$ cat config.mk
export PLATFORM = sky130hd
export DESIGN_NAME = controller_slot_table_lru_top
export DESIGN_NICKNAME = d
export VERILOG_FILES = /design/src/rtl/cstl_pkg.sv /design/src/rtl/cstl_ctrl.sv /design/src/rtl/cstl_dpath.sv /design/src/rtl/controller_slot_table_lru_top.sv
export SDC_FILE = /design/constraint.sdc
export NUM_CORES = 1
export LEC_CHECK = 0
export BUFFER_PORTS_ARGS = -buffer_cell sky130_fd_sc_hd__buf_2
export CAP_MARGIN = 5
export CORE_ASPECT_RATIO = 1.4
export CORE_UTILIZATION = 25
export CTS_CLUSTER_SIZE = 24
export DETAILED_ROUTE_END_ITERATION = 16
export GPL_ROUTABILITY_DRIVEN = 0
export GPL_TIMING_DRIVEN = 0
export HOLD_SLACK_MARGIN = 0.05
export PLACE_DENSITY = 0.5
export SLEW_MARGIN = 10
export SYNTH_ARGS = -nofsm -noshare
export SYNTH_HDL_FRONTEND = slang
export SYNTH_SLANG_ARGS = --single-unit
$ cat constraint.sdc
create_clock -name clock -period 42.8 [get_ports clock]
set_input_delay 8.56 -clock clock [delete_from_list [all_inputs] [get_ports clock]]
set_output_delay 8.56 -clock clock [all_outputs]
set_load 0.02 [all_outputs]
$ cat src/rtl/cstl_pkg.sv
`timescale 1ns / 1ps
`default_nettype none

package cstl_pkg;

   localparam int SLOT_COUNT  = 8;
   localparam int SLOT_W      = $clog2(SLOT_COUNT);

   localparam int CTRL_W      = 7;
   localparam int VALUE_W     = 7;
   localparam int CHAN_W      = 4;
   localparam int TIME_W      = 32;
   localparam int UPD_W       = 32;
   localparam int RSLOT_W     = 3;
   localparam int ACTION_W    = 3;
   localparam int CSR_DATA_W  = 7;
   localparam int CSR_INDEX_W = 1;

   localparam logic [ACTION_W-1:0] ACT_UPDATE   = 3'd0;
   localparam logic [ACTION_W-1:0] ACT_FILL     = 3'd1;
   localparam logic [ACTION_W-1:0] ACT_REPLACE  = 3'd2;
   localparam logic [ACTION_W-1:0] ACT_EXCLUDED = 3'd3;
   localparam logic [ACTION_W-1:0] ACT_READ     = 3'd4;

   localparam logic MODE_RECORD = 1'b0;
   localparam logic MODE_READ   = 1'b1;

   localparam logic [CSR_INDEX_W-1:0] CSR_EXCL_CTRL = 1'b0;
   localparam logic [CSR_INDEX_W-1:0] CSR_EXCL_EN   = 1'b1;

   localparam logic [CTRL_W-1:0] EXCL_CTRL_RESET = 7'd2;
   localparam logic              EXCL_EN_RESET   = 1'b1;

   // lowest field in the lowest bits
   typedef struct packed {
      logic [2:0]          padding;
      logic [RSLOT_W-1:0]  read_slot;
      logic [TIME_W-1:0]   now_ms;
      logic [CHAN_W-1:0]   channel;
      logic [VALUE_W-1:0]  ctrl_value;
      logic [CTRL_W-1:0]   controller;
   } req_data_type;

   typedef struct packed {
      logic [1:0]          padding;
      logic [UPD_W-1:0]    slot_updates;
      logic [TIME_W-1:0]   slot_time;
      logic [CHAN_W-1:0]   slot_channel;
      logic [VALUE_W-1:0]  slot_value;
      logic [CTRL_W-1:0]   slot_controller;
      logic                slot_used;
      logic [RSLOT_W-1:0]  slot;
   } rsp_data_type;

   localparam int REQ_DATA_W = $bits(req_data_type);
   localparam int RSP_DATA_W = $bits(rsp_data_type);

   typedef struct packed {
      logic              load_in;
      logic              scan_en;
      logic              scan_first;
      logic [SLOT_W-1:0] scan_idx;
      logic              finish;
   } cmd_type;

   typedef struct packed {
      logic is_read;
      logic out_free;
   } status_type;

endpackage

`default_nettype wire

$ cat src/rtl/cstl_ctrl.sv
`timescale 1ns / 1ps
`default_nettype none

module cstl_ctrl (
   input  logic                  clock,
   input  logic                  reset,
   input  logic                  req_tvalid,
   output logic                  req_tready,
   input  cstl_pkg::status_type  status,
   output cstl_pkg::cmd_type     cmd
);
   import cstl_pkg::*;

   localparam logic [1:0] ST_IDLE   = 2'd0;
   localparam logic [1:0] ST_SCAN   = 2'd1;
   localparam logic [1:0] ST_FINISH = 2'd2;

   localparam logic [SLOT_W-1:0] LAST_IDX = SLOT_W'(SLOT_COUNT - 1);

   logic [1:0]        state_ff, state_in;
   logic [SLOT_W-1:0] idx_ff, idx_in;

   always_comb begin
      state_in = state_ff;
      idx_in   = idx_ff;
      case (state_ff)
         ST_IDLE: begin
            if (req_tvalid) begin
               state_in = ST_SCAN;
               idx_in   = '0;
            end
         end
         ST_SCAN: begin
            if (status.is_read || idx_ff == LAST_IDX) begin
               state_in = ST_FINISH;
            end else begin
               idx_in = idx_ff + SLOT_W'(1);
            end
         end
         ST_FINISH: begin
            if (status.out_free) begin
               state_in = ST_IDLE;
            end
         end
         default: begin
            state_in = ST_IDLE;
         end
      endcase
   end

   always_ff @(posedge clock) begin
      if (reset) begin
         state_ff <= ST_IDLE;
         idx_ff   <= '0;
      end else begin
         state_ff <= state_in;
         idx_ff   <= idx_in;
      end
   end

   assign req_tready     = (state_ff == ST_IDLE);
   assign cmd.load_in    = req_tready && req_tvalid;
   assign cmd.scan_en    = (state_ff == ST_SCAN) && !status.is_read;
   assign cmd.scan_first = (idx_ff == '0);
   assign cmd.scan_idx   = idx_ff;
   assign cmd.finish     = (state_ff == ST_FINISH) && status.out_free;

   a_scan_in_range: assert property (@(posedge clock) disable iff (reset)
      state_ff == ST_SCAN |-> 32'(idx_ff) < SLOT_COUNT)
      else $error("scan index past table");

   a_scan_then_finish: assert property (@(posedge clock) disable iff (reset)
      state_ff == ST_SCAN && idx_ff == LAST_IDX |=> state_ff == ST_FINISH)
      else $error("scan did not end in finish");

   a_finish_holds: assert property (@(posedge clock) disable iff (reset)
      state_ff == ST_FINISH && !status.out_free |=> state_ff == ST_FINISH)
      else $error("finish left while output busy");

endmodule

`default_nettype wire

$ cat src/rtl/cstl_dpath.sv
`timescale 1ns / 1ps
`default_nettype none

module cstl_dpath (
   input  logic                                   clock,
   input  logic                                   reset,
   input  logic [cstl_pkg::REQ_DATA_W-1:0]        req_tdata,
   input  logic                                   req_tuser,
   input  logic                                   csr_we,
   input  logic [cstl_pkg::CSR_INDEX_W-1:0]       csr_index,
   input  logic [cstl_pkg::CSR_DATA_W-1:0]        csr_wdata,
   input  cstl_pkg::cmd_type                      cmd,
   output cstl_pkg::status_type                   status,
   output logic                                   rsp_tvalid,
   input  logic                                   rsp_tready,
   output logic [cstl_pkg::RSP_DATA_W-1:0]        rsp_tdata,
   output logic [cstl_pkg::ACTION_W-1:0]          rsp_tuser
);
   import cstl_pkg::*;

   logic [CTRL_W-1:0]   excl_ctrl_ff;
   logic                excl_en_ff;

   req_data_type        in_ff;
   logic                mode_ff;

   logic [SLOT_COUNT-1:0] entry_used_ff;
   logic [CTRL_W-1:0]     entry_controller_ff [SLOT_COUNT];
   logic [VALUE_W-1:0]    entry_value_ff      [SLOT_COUNT];
   logic [CHAN_W-1:0]     entry_channel_ff    [SLOT_COUNT];
   logic [TIME_W-1:0]     entry_time_ff       [SLOT_COUNT];
   logic [UPD_W-1:0]      entry_updates_ff    [SLOT_COUNT];

   logic                hit_ff, hit_in;
   logic [SLOT_W-1:0]   hit_idx_ff, hit_idx_in;
   logic [UPD_W-1:0]    hit_upd_ff, hit_upd_in;
   logic                free_ff, free_in;
   logic [SLOT_W-1:0]   free_idx_ff, free_idx_in;
   logic [SLOT_W-1:0]   best_idx_ff, best_idx_in;
   logic [TIME_W-1:0]   best_age_ff, best_age_in;

   logic                rsp_valid_ff, rsp_valid_in;
   rsp_data_type        rsp_data_ff, rsp_data_in;
   logic [ACTION_W-1:0] rsp_action_ff, rsp_action_in;

   logic                hit_prev, free_prev;
   logic [TIME_W-1:0]   scan_age;
   logic                excluded;
   logic [SLOT_W-1:0]   pick_idx;
   logic [UPD_W-1:0]    new_upd;
   logic [SLOT_W-1:0]   rd_idx;
   logic                rd_ok;
   logic                table_we;

   // configuration
   always_ff @(posedge clock) begin
      if (reset) begin
         excl_ctrl_ff <= EXCL_CTRL_RESET;
         excl_en_ff   <= EXCL_EN_RESET;
      end else if (csr_we) begin
         case (csr_index)
            CSR_EXCL_CTRL: excl_ctrl_ff <= csr_wdata;
            CSR_EXCL_EN:   excl_en_ff   <= csr_wdata[0];
            default: ;
         endcase
      end
   end

   // input word
   always_ff @(posedge clock) begin
      if (cmd.load_in) begin
         in_ff   <= req_data_type'(req_tdata);
         mode_ff <= req_tuser;
      end
   end

   assign status.is_read  = (mode_ff == MODE_READ);
   assign status.out_free = !rsp_valid_ff || rsp_tready;

   // scan step: one slot per cycle
   assign hit_prev  = cmd.scan_first ? 1'b0 : hit_ff;
   assign free_prev = cmd.scan_first ? 1'b0 : free_ff;
   assign scan_age  = in_ff.now_ms - entry_time_ff[cmd.scan_idx];

   always_comb begin
      hit_in      = hit_ff;
      hit_idx_in  = hit_idx_ff;
      hit_upd_in  = hit_upd_ff;
      free_in     = free_ff;
      free_idx_in = free_idx_ff;
      best_idx_in = best_idx_ff;
      best_age_in = best_age_ff;
      if (cmd.scan_en) begin
         hit_in  = hit_prev;
         free_in = free_prev;
         if (!hit_prev && entry_used_ff[cmd.scan_idx]
             && entry_controller_ff[cmd.scan_idx] == in_ff.controller) begin
            hit_in     = 1'b1;
            hit_idx_in = cmd.scan_idx;
            hit_upd_in = entry_updates_ff[cmd.scan_idx];
         end
         if (!free_prev && !entry_used_ff[cmd.scan_idx]) begin
            free_in     = 1'b1;
            free_idx_in = cmd.scan_idx;
         end
         if (cmd.scan_first || scan_age > best_age_ff) begin
            best_idx_in = cmd.scan_idx;
            best_age_in = scan_age;
         end
      end
   end

   always_ff @(posedge clock) begin
      if (reset) begin
         hit_ff  <= 1'b0;
         free_ff <= 1'b0;
      end else begin
         hit_ff  <= hit_in;
         free_ff <= free_in;
      end
   end

   always_ff @(posedge clock) begin
      hit_idx_ff  <= hit_idx_in;
      hit_upd_ff  <= hit_upd_in;
      free_idx_ff <= free_idx_in;
      best_idx_ff <= best_idx_in;
      best_age_ff <= best_age_in;
   end

   // decision and result
   assign excluded = excl_en_ff && (in_ff.controller == excl_ctrl_ff);
   assign pick_idx = hit_ff ? hit_idx_ff : (free_ff ? free_idx_ff : best_idx_ff);
   assign new_upd  = hit_ff ? hit_upd_ff + UPD_W'(1) : UPD_W'(1);
   assign rd_idx   = SLOT_W'(in_ff.read_slot);
   assign rd_ok    = (32'(in_ff.read_slot) < SLOT_COUNT) && entry_used_ff[rd_idx];
   assign table_we = cmd.finish && !status.is_read && !excluded;

   always_comb begin
      rsp_data_in   = '0;
      rsp_action_in = ACT_EXCLUDED;
      if (status.is_read) begin
         rsp_action_in    = ACT_READ;
         rsp_data_in.slot = in_ff.read_slot;
         if (rd_ok) begin
            rsp_data_in.slot_used       = 1'b1;
            rsp_data_in.slot_controller = entry_controller_ff[rd_idx];
            rsp_data_in.slot_value      = entry_value_ff[rd_idx];
            rsp_data_in.slot_channel    = entry_channel_ff[rd_idx];
            rsp_data_in.slot_time       = entry_time_ff[rd_idx];
            rsp_data_in.slot_updates    = entry_updates_ff[rd_idx];
         end
      end else if (!excluded) begin
         if (hit_ff) begin
            rsp_action_in = ACT_UPDATE;
         end else if (free_ff) begin
            rsp_action_in = ACT_FILL;
         end else begin
            rsp_action_in = ACT_REPLACE;
         end
         rsp_data_in.slot            = RSLOT_W'(pick_idx);
         rsp_data_in.slot_used       = 1'b1;
         rsp_data_in.slot_controller = in_ff.controller;
         rsp_data_in.slot_value      = in_ff.ctrl_value;
         rsp_data_in.slot_channel    = in_ff.channel;
         rsp_data_in.slot_time       = in_ff.now_ms;
         rsp_data_in.slot_updates    = new_upd;
      end
   end

   // slot table
   always_ff @(posedge clock) begin
      if (reset) begin
         entry_used_ff <= '0;
      end else if (table_we) begin
         entry_used_ff[pick_idx] <= 1'b1;
      end
   end

   always_ff @(posedge clock) begin
      if (table_we) begin
         entry_controller_ff[pick_idx] <= in_ff.controller;
         entry_value_ff[pick_idx]      <= in_ff.ctrl_value;
         entry_channel_ff[pick_idx]    <= in_ff.channel;
         entry_time_ff[pick_idx]       <= in_ff.now_ms;
         entry_updates_ff[pick_idx]    <= new_upd;
      end
   end

   // output register
   always_comb begin
      rsp_valid_in = rsp_valid_ff;
      if (cmd.finish) begin
         rsp_valid_in = 1'b1;
      end else if (rsp_tready) begin
         rsp_valid_in = 1'b0;
      end
   end

   always_ff @(posedge clock) begin
      if (reset) begin
         rsp_valid_ff <= 1'b0;
      end else begin
         rsp_valid_ff <= rsp_valid_in;
      end
   end

   always_ff @(posedge clock) begin
      if (cmd.finish) begin
         rsp_data_ff   <= rsp_data_in;
         rsp_action_ff <= rsp_action_in;
      end
   end

   assign rsp_tvalid = rsp_valid_ff;
   assign rsp_tdata  = rsp_data_ff;
   assign rsp_tuser  = rsp_action_ff;

   a_replace_when_full: assert property (@(posedge clock) disable iff (reset)
      table_we && !hit_ff && !free_ff |-> &entry_used_ff)
      else $error("replacement with a free slot left");

   a_hit_matches: assert property (@(posedge clock) disable iff (reset)
      table_we && hit_ff |->
         entry_used_ff[hit_idx_ff] && entry_controller_ff[hit_idx_ff] == in_ff.controller)
      else $error("update hit on a slot of another controller");

   a_record_shows_used: assert property (@(posedge clock) disable iff (reset)
      rsp_valid_ff && (rsp_action_ff == ACT_UPDATE || rsp_action_ff == ACT_FILL
         || rsp_action_ff == ACT_REPLACE) |-> rsp_data_ff.slot_used)
      else $error("recorded slot shown unused");

endmodule

`default_nettype wire

$ cat src/rtl/controller_slot_table_lru_top.sv
`timescale 1ns / 1ps
`default_nettype none

// Controller slot table with least-recently-updated replacement. A record word
// (tuser 0) looks up its controller number among SLOT_COUNT slots by a serial
// scan, one slot per cycle, then updates the matching slot, fills the lowest
// free one, or replaces the slot with the greatest wrapping age; a read word
// (tuser 1) returns one slot unchanged. The configured excluded controller is
// answered with action 3 and leaves the table alone. A record word always scans
// every slot before its result goes to the output register; a read word skips
// the scan. A new word is taken once the previous one has moved into the output
// register, even while it waits there.
module controller_slot_table_lru_top (
   input  logic                                clock,
   input  logic                                reset,
   input  logic                                req_tvalid,
   output logic                                req_tready,
   // controller, ctrl_value, channel, now_ms, read_slot, zero pad
   input  logic [cstl_pkg::REQ_DATA_W-1:0]     req_tdata,
   // mode
   input  logic                                req_tuser,
   output logic                                rsp_tvalid,
   input  logic                                rsp_tready,
   // slot, slot_used, slot_controller, slot_value, slot_channel, slot_time,
   // slot_updates, zero pad
   output logic [cstl_pkg::RSP_DATA_W-1:0]     rsp_tdata,
   // action
   output logic [cstl_pkg::ACTION_W-1:0]       rsp_tuser,
   input  logic                                csr_we,
   input  logic [cstl_pkg::CSR_INDEX_W-1:0]    csr_index,
   input  logic [cstl_pkg::CSR_DATA_W-1:0]     csr_wdata
);
   import cstl_pkg::*;

   cmd_type    cmd;
   status_type status;

   cstl_ctrl u_ctrl (
      .clock      (clock),
      .reset      (reset),
      .req_tvalid (req_tvalid),
      .req_tready (req_tready),
      .status     (status),
      .cmd        (cmd)
   );

   cstl_dpath u_dpath (
      .clock      (clock),
      .reset      (reset),
      .req_tdata  (req_tdata),
      .req_tuser  (req_tuser),
      .csr_we     (csr_we),
      .csr_index  (csr_index),
      .csr_wdata  (csr_wdata),
      .cmd        (cmd),
      .status     (status),
      .rsp_tvalid (rsp_tvalid),
      .rsp_tready (rsp_tready),
      .rsp_tdata  (rsp_tdata),
      .rsp_tuser  (rsp_tuser)
   );

endmodule

`default_nettype wire
# == Word-level counts from Yosys, hierarchy flattened ==
# Memories as Yosys holds them, arrays and structs flattened. A register that Yosys moved wholly into a read port is not among the register bits.
# Index checks and enable logic that the tools add are counted.
# word_totals
reg_bits,208
ramBits,656
input_bits,70
elab_cells,119
n_memories,5
# memory_table
name,words,word_bits,read_ports,rd_ports_with_merged_regs,write_ports,line_no,text
u_dpath.entry_time_ff,8,32,2,2,1,cstl_dpath.sv:31,logic [TIME_W-1:0] entry_time_ff [SLOT_COUNT];
u_dpath.entry_updates_ff,8,32,2,2,1,cstl_dpath.sv:32,logic [UPD_W-1:0] entry_updates_ff [SLOT_COUNT];
u_dpath.entry_controller_ff,8,7,2,2,1,cstl_dpath.sv:28,logic [CTRL_W-1:0] entry_controller_ff [SLOT_COUNT];
u_dpath.entry_value_ff,8,7,1,1,1,cstl_dpath.sv:29,logic [VALUE_W-1:0] entry_value_ff [SLOT_COUNT];
u_dpath.entry_channel_ff,8,4,1,1,1,cstl_dpath.sv:30,logic [CHAN_W-1:0] entry_channel_ff [SLOT_COUNT];
# classes
addsub,3
n_lt_le_gt_ge,5
eq_ne,9
mux,39
n_bitwise,2
reduce_logical,30
# ops
cell,count
two-way mux 86 bit,2
two-way mux 83 bit,1
two-way mux 3 bit,15
"adder 32 x 1 -> 32 bit, second input constant",1
> comparator 32 bit,1
two-way mux 32 bit,1
subtractor 32 bit,1
== test 7 bit,2
"less-than comparator 3 x 4 -> 1 bit, second input constant",3
two-way mux 1 bit,11
logical AND 1 bit,10
AND reduction 2 bit,5
two-way mux 2 bit,4
bitwise OR 8 bit,1
binary-select mux 1 bit (select 3 bit),2
logical NOT 1 bit,6
one-hot mux 2 bit (3 select lines),1
one-hot mux 3 bit (2 select lines),1
AND reduction 3 bit,2
"inequality test 2 x 1 -> 1 bit, second input constant",2
"inequality test 2 bit, second input constant",2
nonzero test 2 bit,2
"adder 3 x 1 -> 3 bit, second input constant",1
demux 1 bit (select 3 bit),1
other kinds (8),10

# == Longest topological paths before layout ==
# depth
ltp_word,7
mapped_depth,22

# == Hierarchy ==
# Synthesis repeated with hierarchy kept, for this count alone.
# unflattened
hier_cells,2259
hier_area_um2,40805.4
# by_module_without_submodules
module,instances,cells_each,area_each_um2,seq_area_each_um2
cstl_dpath,1,2230,40515.1,26625.5
cstl_ctrl,1,29,290.3,100.1

# == Least setup slack after synthesis ==
# No wires, ideal clock.
# synth_path
path_kind,input -> register
startpoint,input rsp_tready
endpoint,"memory u_dpath.entry_channel_ff[2][0], enable pin"
setup_ps,729
t_arrival_ps,18800
required_time_ps,42071
path_slack_ps,23271
path_stages,5
n_path_buf,0
path_cell_list,nand2b_1 > nand2b_1 > inv_1 > nand2_1 > nor4_1
# synth_lines
item,line_no,text
start: declaration,controller_slot_table_lru_top.sv:23,"input logic rsp_tready,"
end: declaration,cstl_dpath.sv:30,

==> results.sh <==
export IMPL_outcome="completed"
export IMPL_hold_violations=0
export IMPL_cts_clk_slew_worst_paths_ns=0.06
export IMPL_dp_hpwl_um=79600
export IMPL_routed_wl_um=120000
export IMPL_synth_cell_types=79
export IMPL_drc=0
export IMPL_syn2layout_area_growth_pct=18.2
export IMPL_power_leakage_nw=15.6
export IMPL_finalCoreUtilization_pct=29.9
export IMPL_final_nets=2700
export IMPL_power_mw=2.00
export IMPL_grt_pass1_vias=24029
export IMPL_reg2reg_to="u_dpath.best_idx_ff[2]"
export IMPL_synth_ff_type="edfxtp_1"
export IMPL_startpoint_type="input port"
export IMPL_synth_area_leaders="edfxtp_1 64%, mux4_2 17%, mux2i_1 3.3%"
export IMPL_final_layout_size_suffix_gt1_share_pct=30.1
export IMPL_max_slew_worst_pin_slew_ns=1.18
export IMPL_drv_slew=0
export IMPL_cts_sinks=902
export IMPL_synth_seq_area_share_pct=65.8
export IMPL_cp_data_required_time_ns=43.21
export IMPL_crit_type="in -> reg"
export IMPL_vias=22527
export IMPL_regToRegSetupSlack_ns=35.49
export IMPL_holdPathStages=2
export IMPL_dieArea_um2=164000
export IMPL_syn_avg_cell_area_um2=18.1
export IMPL_core_um2=161000
export IMPL_synth_largest_area_cell="edfxtp_1"
export IMPL_syn_inst=2246
export IMPL_ant_nets=0
export IMPL_cts_buffer_depth=3
export IMPL_cp_max_fo=31
export IMPL_yosys_register_bits=902
export IMPL_synth_warnings=0
export IMPL_endpoint_kind="flip-flop"
export IMPL_via_per_inst=4.73
export IMPL_cts_resized=0
export IMPL_yosys_top_cells_count="872 x edfxtp_1, 302 x mux4_2, 134 x mux2i_1, 107 x nand2_1, 94 x nor2_1"
export IMPL_antenna_found_initial=6
export IMPL_insertion_delay_ns=0.73
export IMPL_min_period_over_period_pct=25.6
export IMPL_hp_start="u_dpath.entry_used_ff[4]"
export IMPL_synth_edf_count=872
export IMPL_fin_cells=4758
export IMPL_grt_max_degree=61
export IMPL_setup_viol=0
export IMPL_relSlewSlack_pct=21.1
export IMPL_die_h_um=479
export IMPL_grt_overflow=0
export IMPL_synth_cell_area_um2=40700
export IMPL_peakVddDrop_mv=0.0290
export IMPL_die_x_um=343
export IMPL_ys_async_sr_fraction_pct=0
export IMPL_rsz0062_at_grt="no"
export IMPL_firstDrtPassIters=5
export IMPL_wl_per_cell_um=25.3
export IMPL_period_needed_ns=10.97
export IMPL_drv_cap=0
export IMPL_yosysTopAreaCellShare_pct=64.4
export IMPL_hold_end="u_dpath.entry_used_ff[4]"
export IMPL_h_tree_depth=3
export IMPL_initial_core_util_pct=25.3
export IMPL_cts_hold_buffers=0
export IMPL_dp_cells=4572
export IMPL_cts_setup_buffers=0
export IMPL_grt_pass1_wl_um=172000
export IMPL_numCtsBuffers=99
export IMPL_cts_tree="yes"
export IMPL_drtIter0Drc=1845
export IMPL_max_freq_mhz=91.1
export IMPL_fin_setup_tns_ns=0
export IMPL_hold_class="reg -> reg"
export IMPL_io_pins=163
export IMPL_core_rowCount=174
export IMPL_root_buffer="clkbuf_16"
export IMPL_arrival_ns=11.38
export IMPL_yosysMostFrequentCell="edfxtp_1"
export IMPL_port_buffers=157
export IMPL_fin_worst_skew_ns=0.0514
export IMPL_grtUsageTotal_pct=14.5
export IMPL_power_density_nw_per_um2=41.6
export IMPL_rr_worst_depth=22
[state kept, by name, indices dropped and copies added (netlist names), 7 cells and up, named ones only]
name                         flops
u_dpath.rsp_tdata               86
u_dpath.entry_used_ff            8
u_dpath.entry_controller_ff     56
u_dpath.excl_ctrl_ff             7
u_dpath.entry_value_ff          56
u_dpath.entry_channel_ff        32
u_dpath.entry_time_ff          256
u_dpath.in_ff                   50
u_dpath.entry_updates_ff       256
u_dpath.hit_upd_ff              32
u_dpath.best_age_ff             32
[worst max-delay path: stages]
cell,delay (ns)
buf_2,0.07
nand2b_1,0.28
nand2b_1,0.24
inv_6,0.33
nand2_1,0.21
nor4_2,0.62
buf_4,0.30
buf_4,0.18
buf_2,0.24
buf_4,0.19
buf_4,0.15
[metal layers]
metal | GRT usage [%] | vias to the layer above | part of all wire (%)
met5 | 0 | - | 0
met1 | 18.8 | 11952 | 42
met3 | 1.94 | 127 | 5.0
met4 | 3.65 | 0 | 1.7
li1 | - | 9824 | -
met2 | 25.5 | 624 | 51
[cell type report]
class	count	area, um2
fillers	15952	113000
flip-flops and latches	902	26800
well taps	2112	2640
clock inverters	61	529
clock buffers	123	2660
multi-input cells	1169	13200
plain buffers	124	549
diodes	1	2.50
inverters	52	200
repair buffers	214	1520
[where the power goes]
group / internal (mW) / total (mW) / switching (mW) / leakage, nW
registers: 0.977 / 0.990 / 0.0127 / 8.19
clock network: 0.478 / 0.846 / 0.368 / 1.56
logic: 0.0715 / 0.166 / 0.0946 / 5.83
[kinds of logic after synthesis]
family	count (synthesis)	synth area share, %
other	1	0.00922
flip-flops	902	65.8
buffers and inverters	176	1.82
AND/OR/NAND/NOR	308	3.56
XOR/XNOR	71	1.53
AO/OA/AOI/OAI	239	3.87
multiplexers	481	21.3
adder cells (fa/ha/maj)	68	2.11
[placed cells by master (no fill, tap or decap), types with 6 or more instances in the layout]
master / count
edfxtp_1: 872
mux4_2: 302
buf_2: 199
mux2i_1: 134
nand2_1: 107
clkbuf_16: 100
nor2_1: 93
o21ai_0: 81
clkbuf_1: 70
ha_1: 67
a21oi_1: 50
inv_1: 49
mux2_2: 45
buf_4: 41
xor2_1: 38
xnor2_1: 33
dfxtp_1: 30
clkinv_2: 24
buf_1: 22
nand3_1: 20
clkinv_1: 18
nand4_1: 17
a21o_1: 14
o22ai_1: 14
buf_16: 13
nor2b_1: 12
o32ai_1: 12
nor3_1: 11
o21a_1: 10
nand2b_1: 8
a31oi_1: 7
clkbuf_8: 7
a221oi_1: 6
clkinvlp_4: 6
bufinv_16: 6
[worst max-delay path by stage]
stage | from | endpoint | cells after the start
5_1_grt | rsp_tready | u_dpath.entry_time_ff[3][8] | 11
3_5_place_dp | rsp_tready | u_dpath.entry_time_ff[3][8] | 11
6_report | rsp_tready | u_dpath.entry_time_ff[3][8] | 11
4_1_cts | rsp_tready | u_dpath.entry_time_ff[3][9] | 11
2_1_floorplan | rsp_tready | u_dpath.entry_channel_ff[2][0] | 5
3_3_place_gp | rsp_tready | u_dpath.entry_time_ff[2][19] | 6
[per-stage QoR]
| stage | hold WS (ns) | cell area (um2) | setup WS [ns] |
|---|---|---|---|
| 5_1_grt | 0.526 | 48100 | 31.69 |
| 2_1_floorplan | 0.448 | 40700 | 23.27 |
| 6_report | 0.503 | 48100 | 31.83 |
| 3_3_place_gp | 0.473 | 44100 | 9.19 |
| 4_1_cts | 0.499 | 48100 | 31.89 |
| 3_5_place_dp | 0.490 | 44900 | 31.15 |
Power figures use the tool's default switching activity.
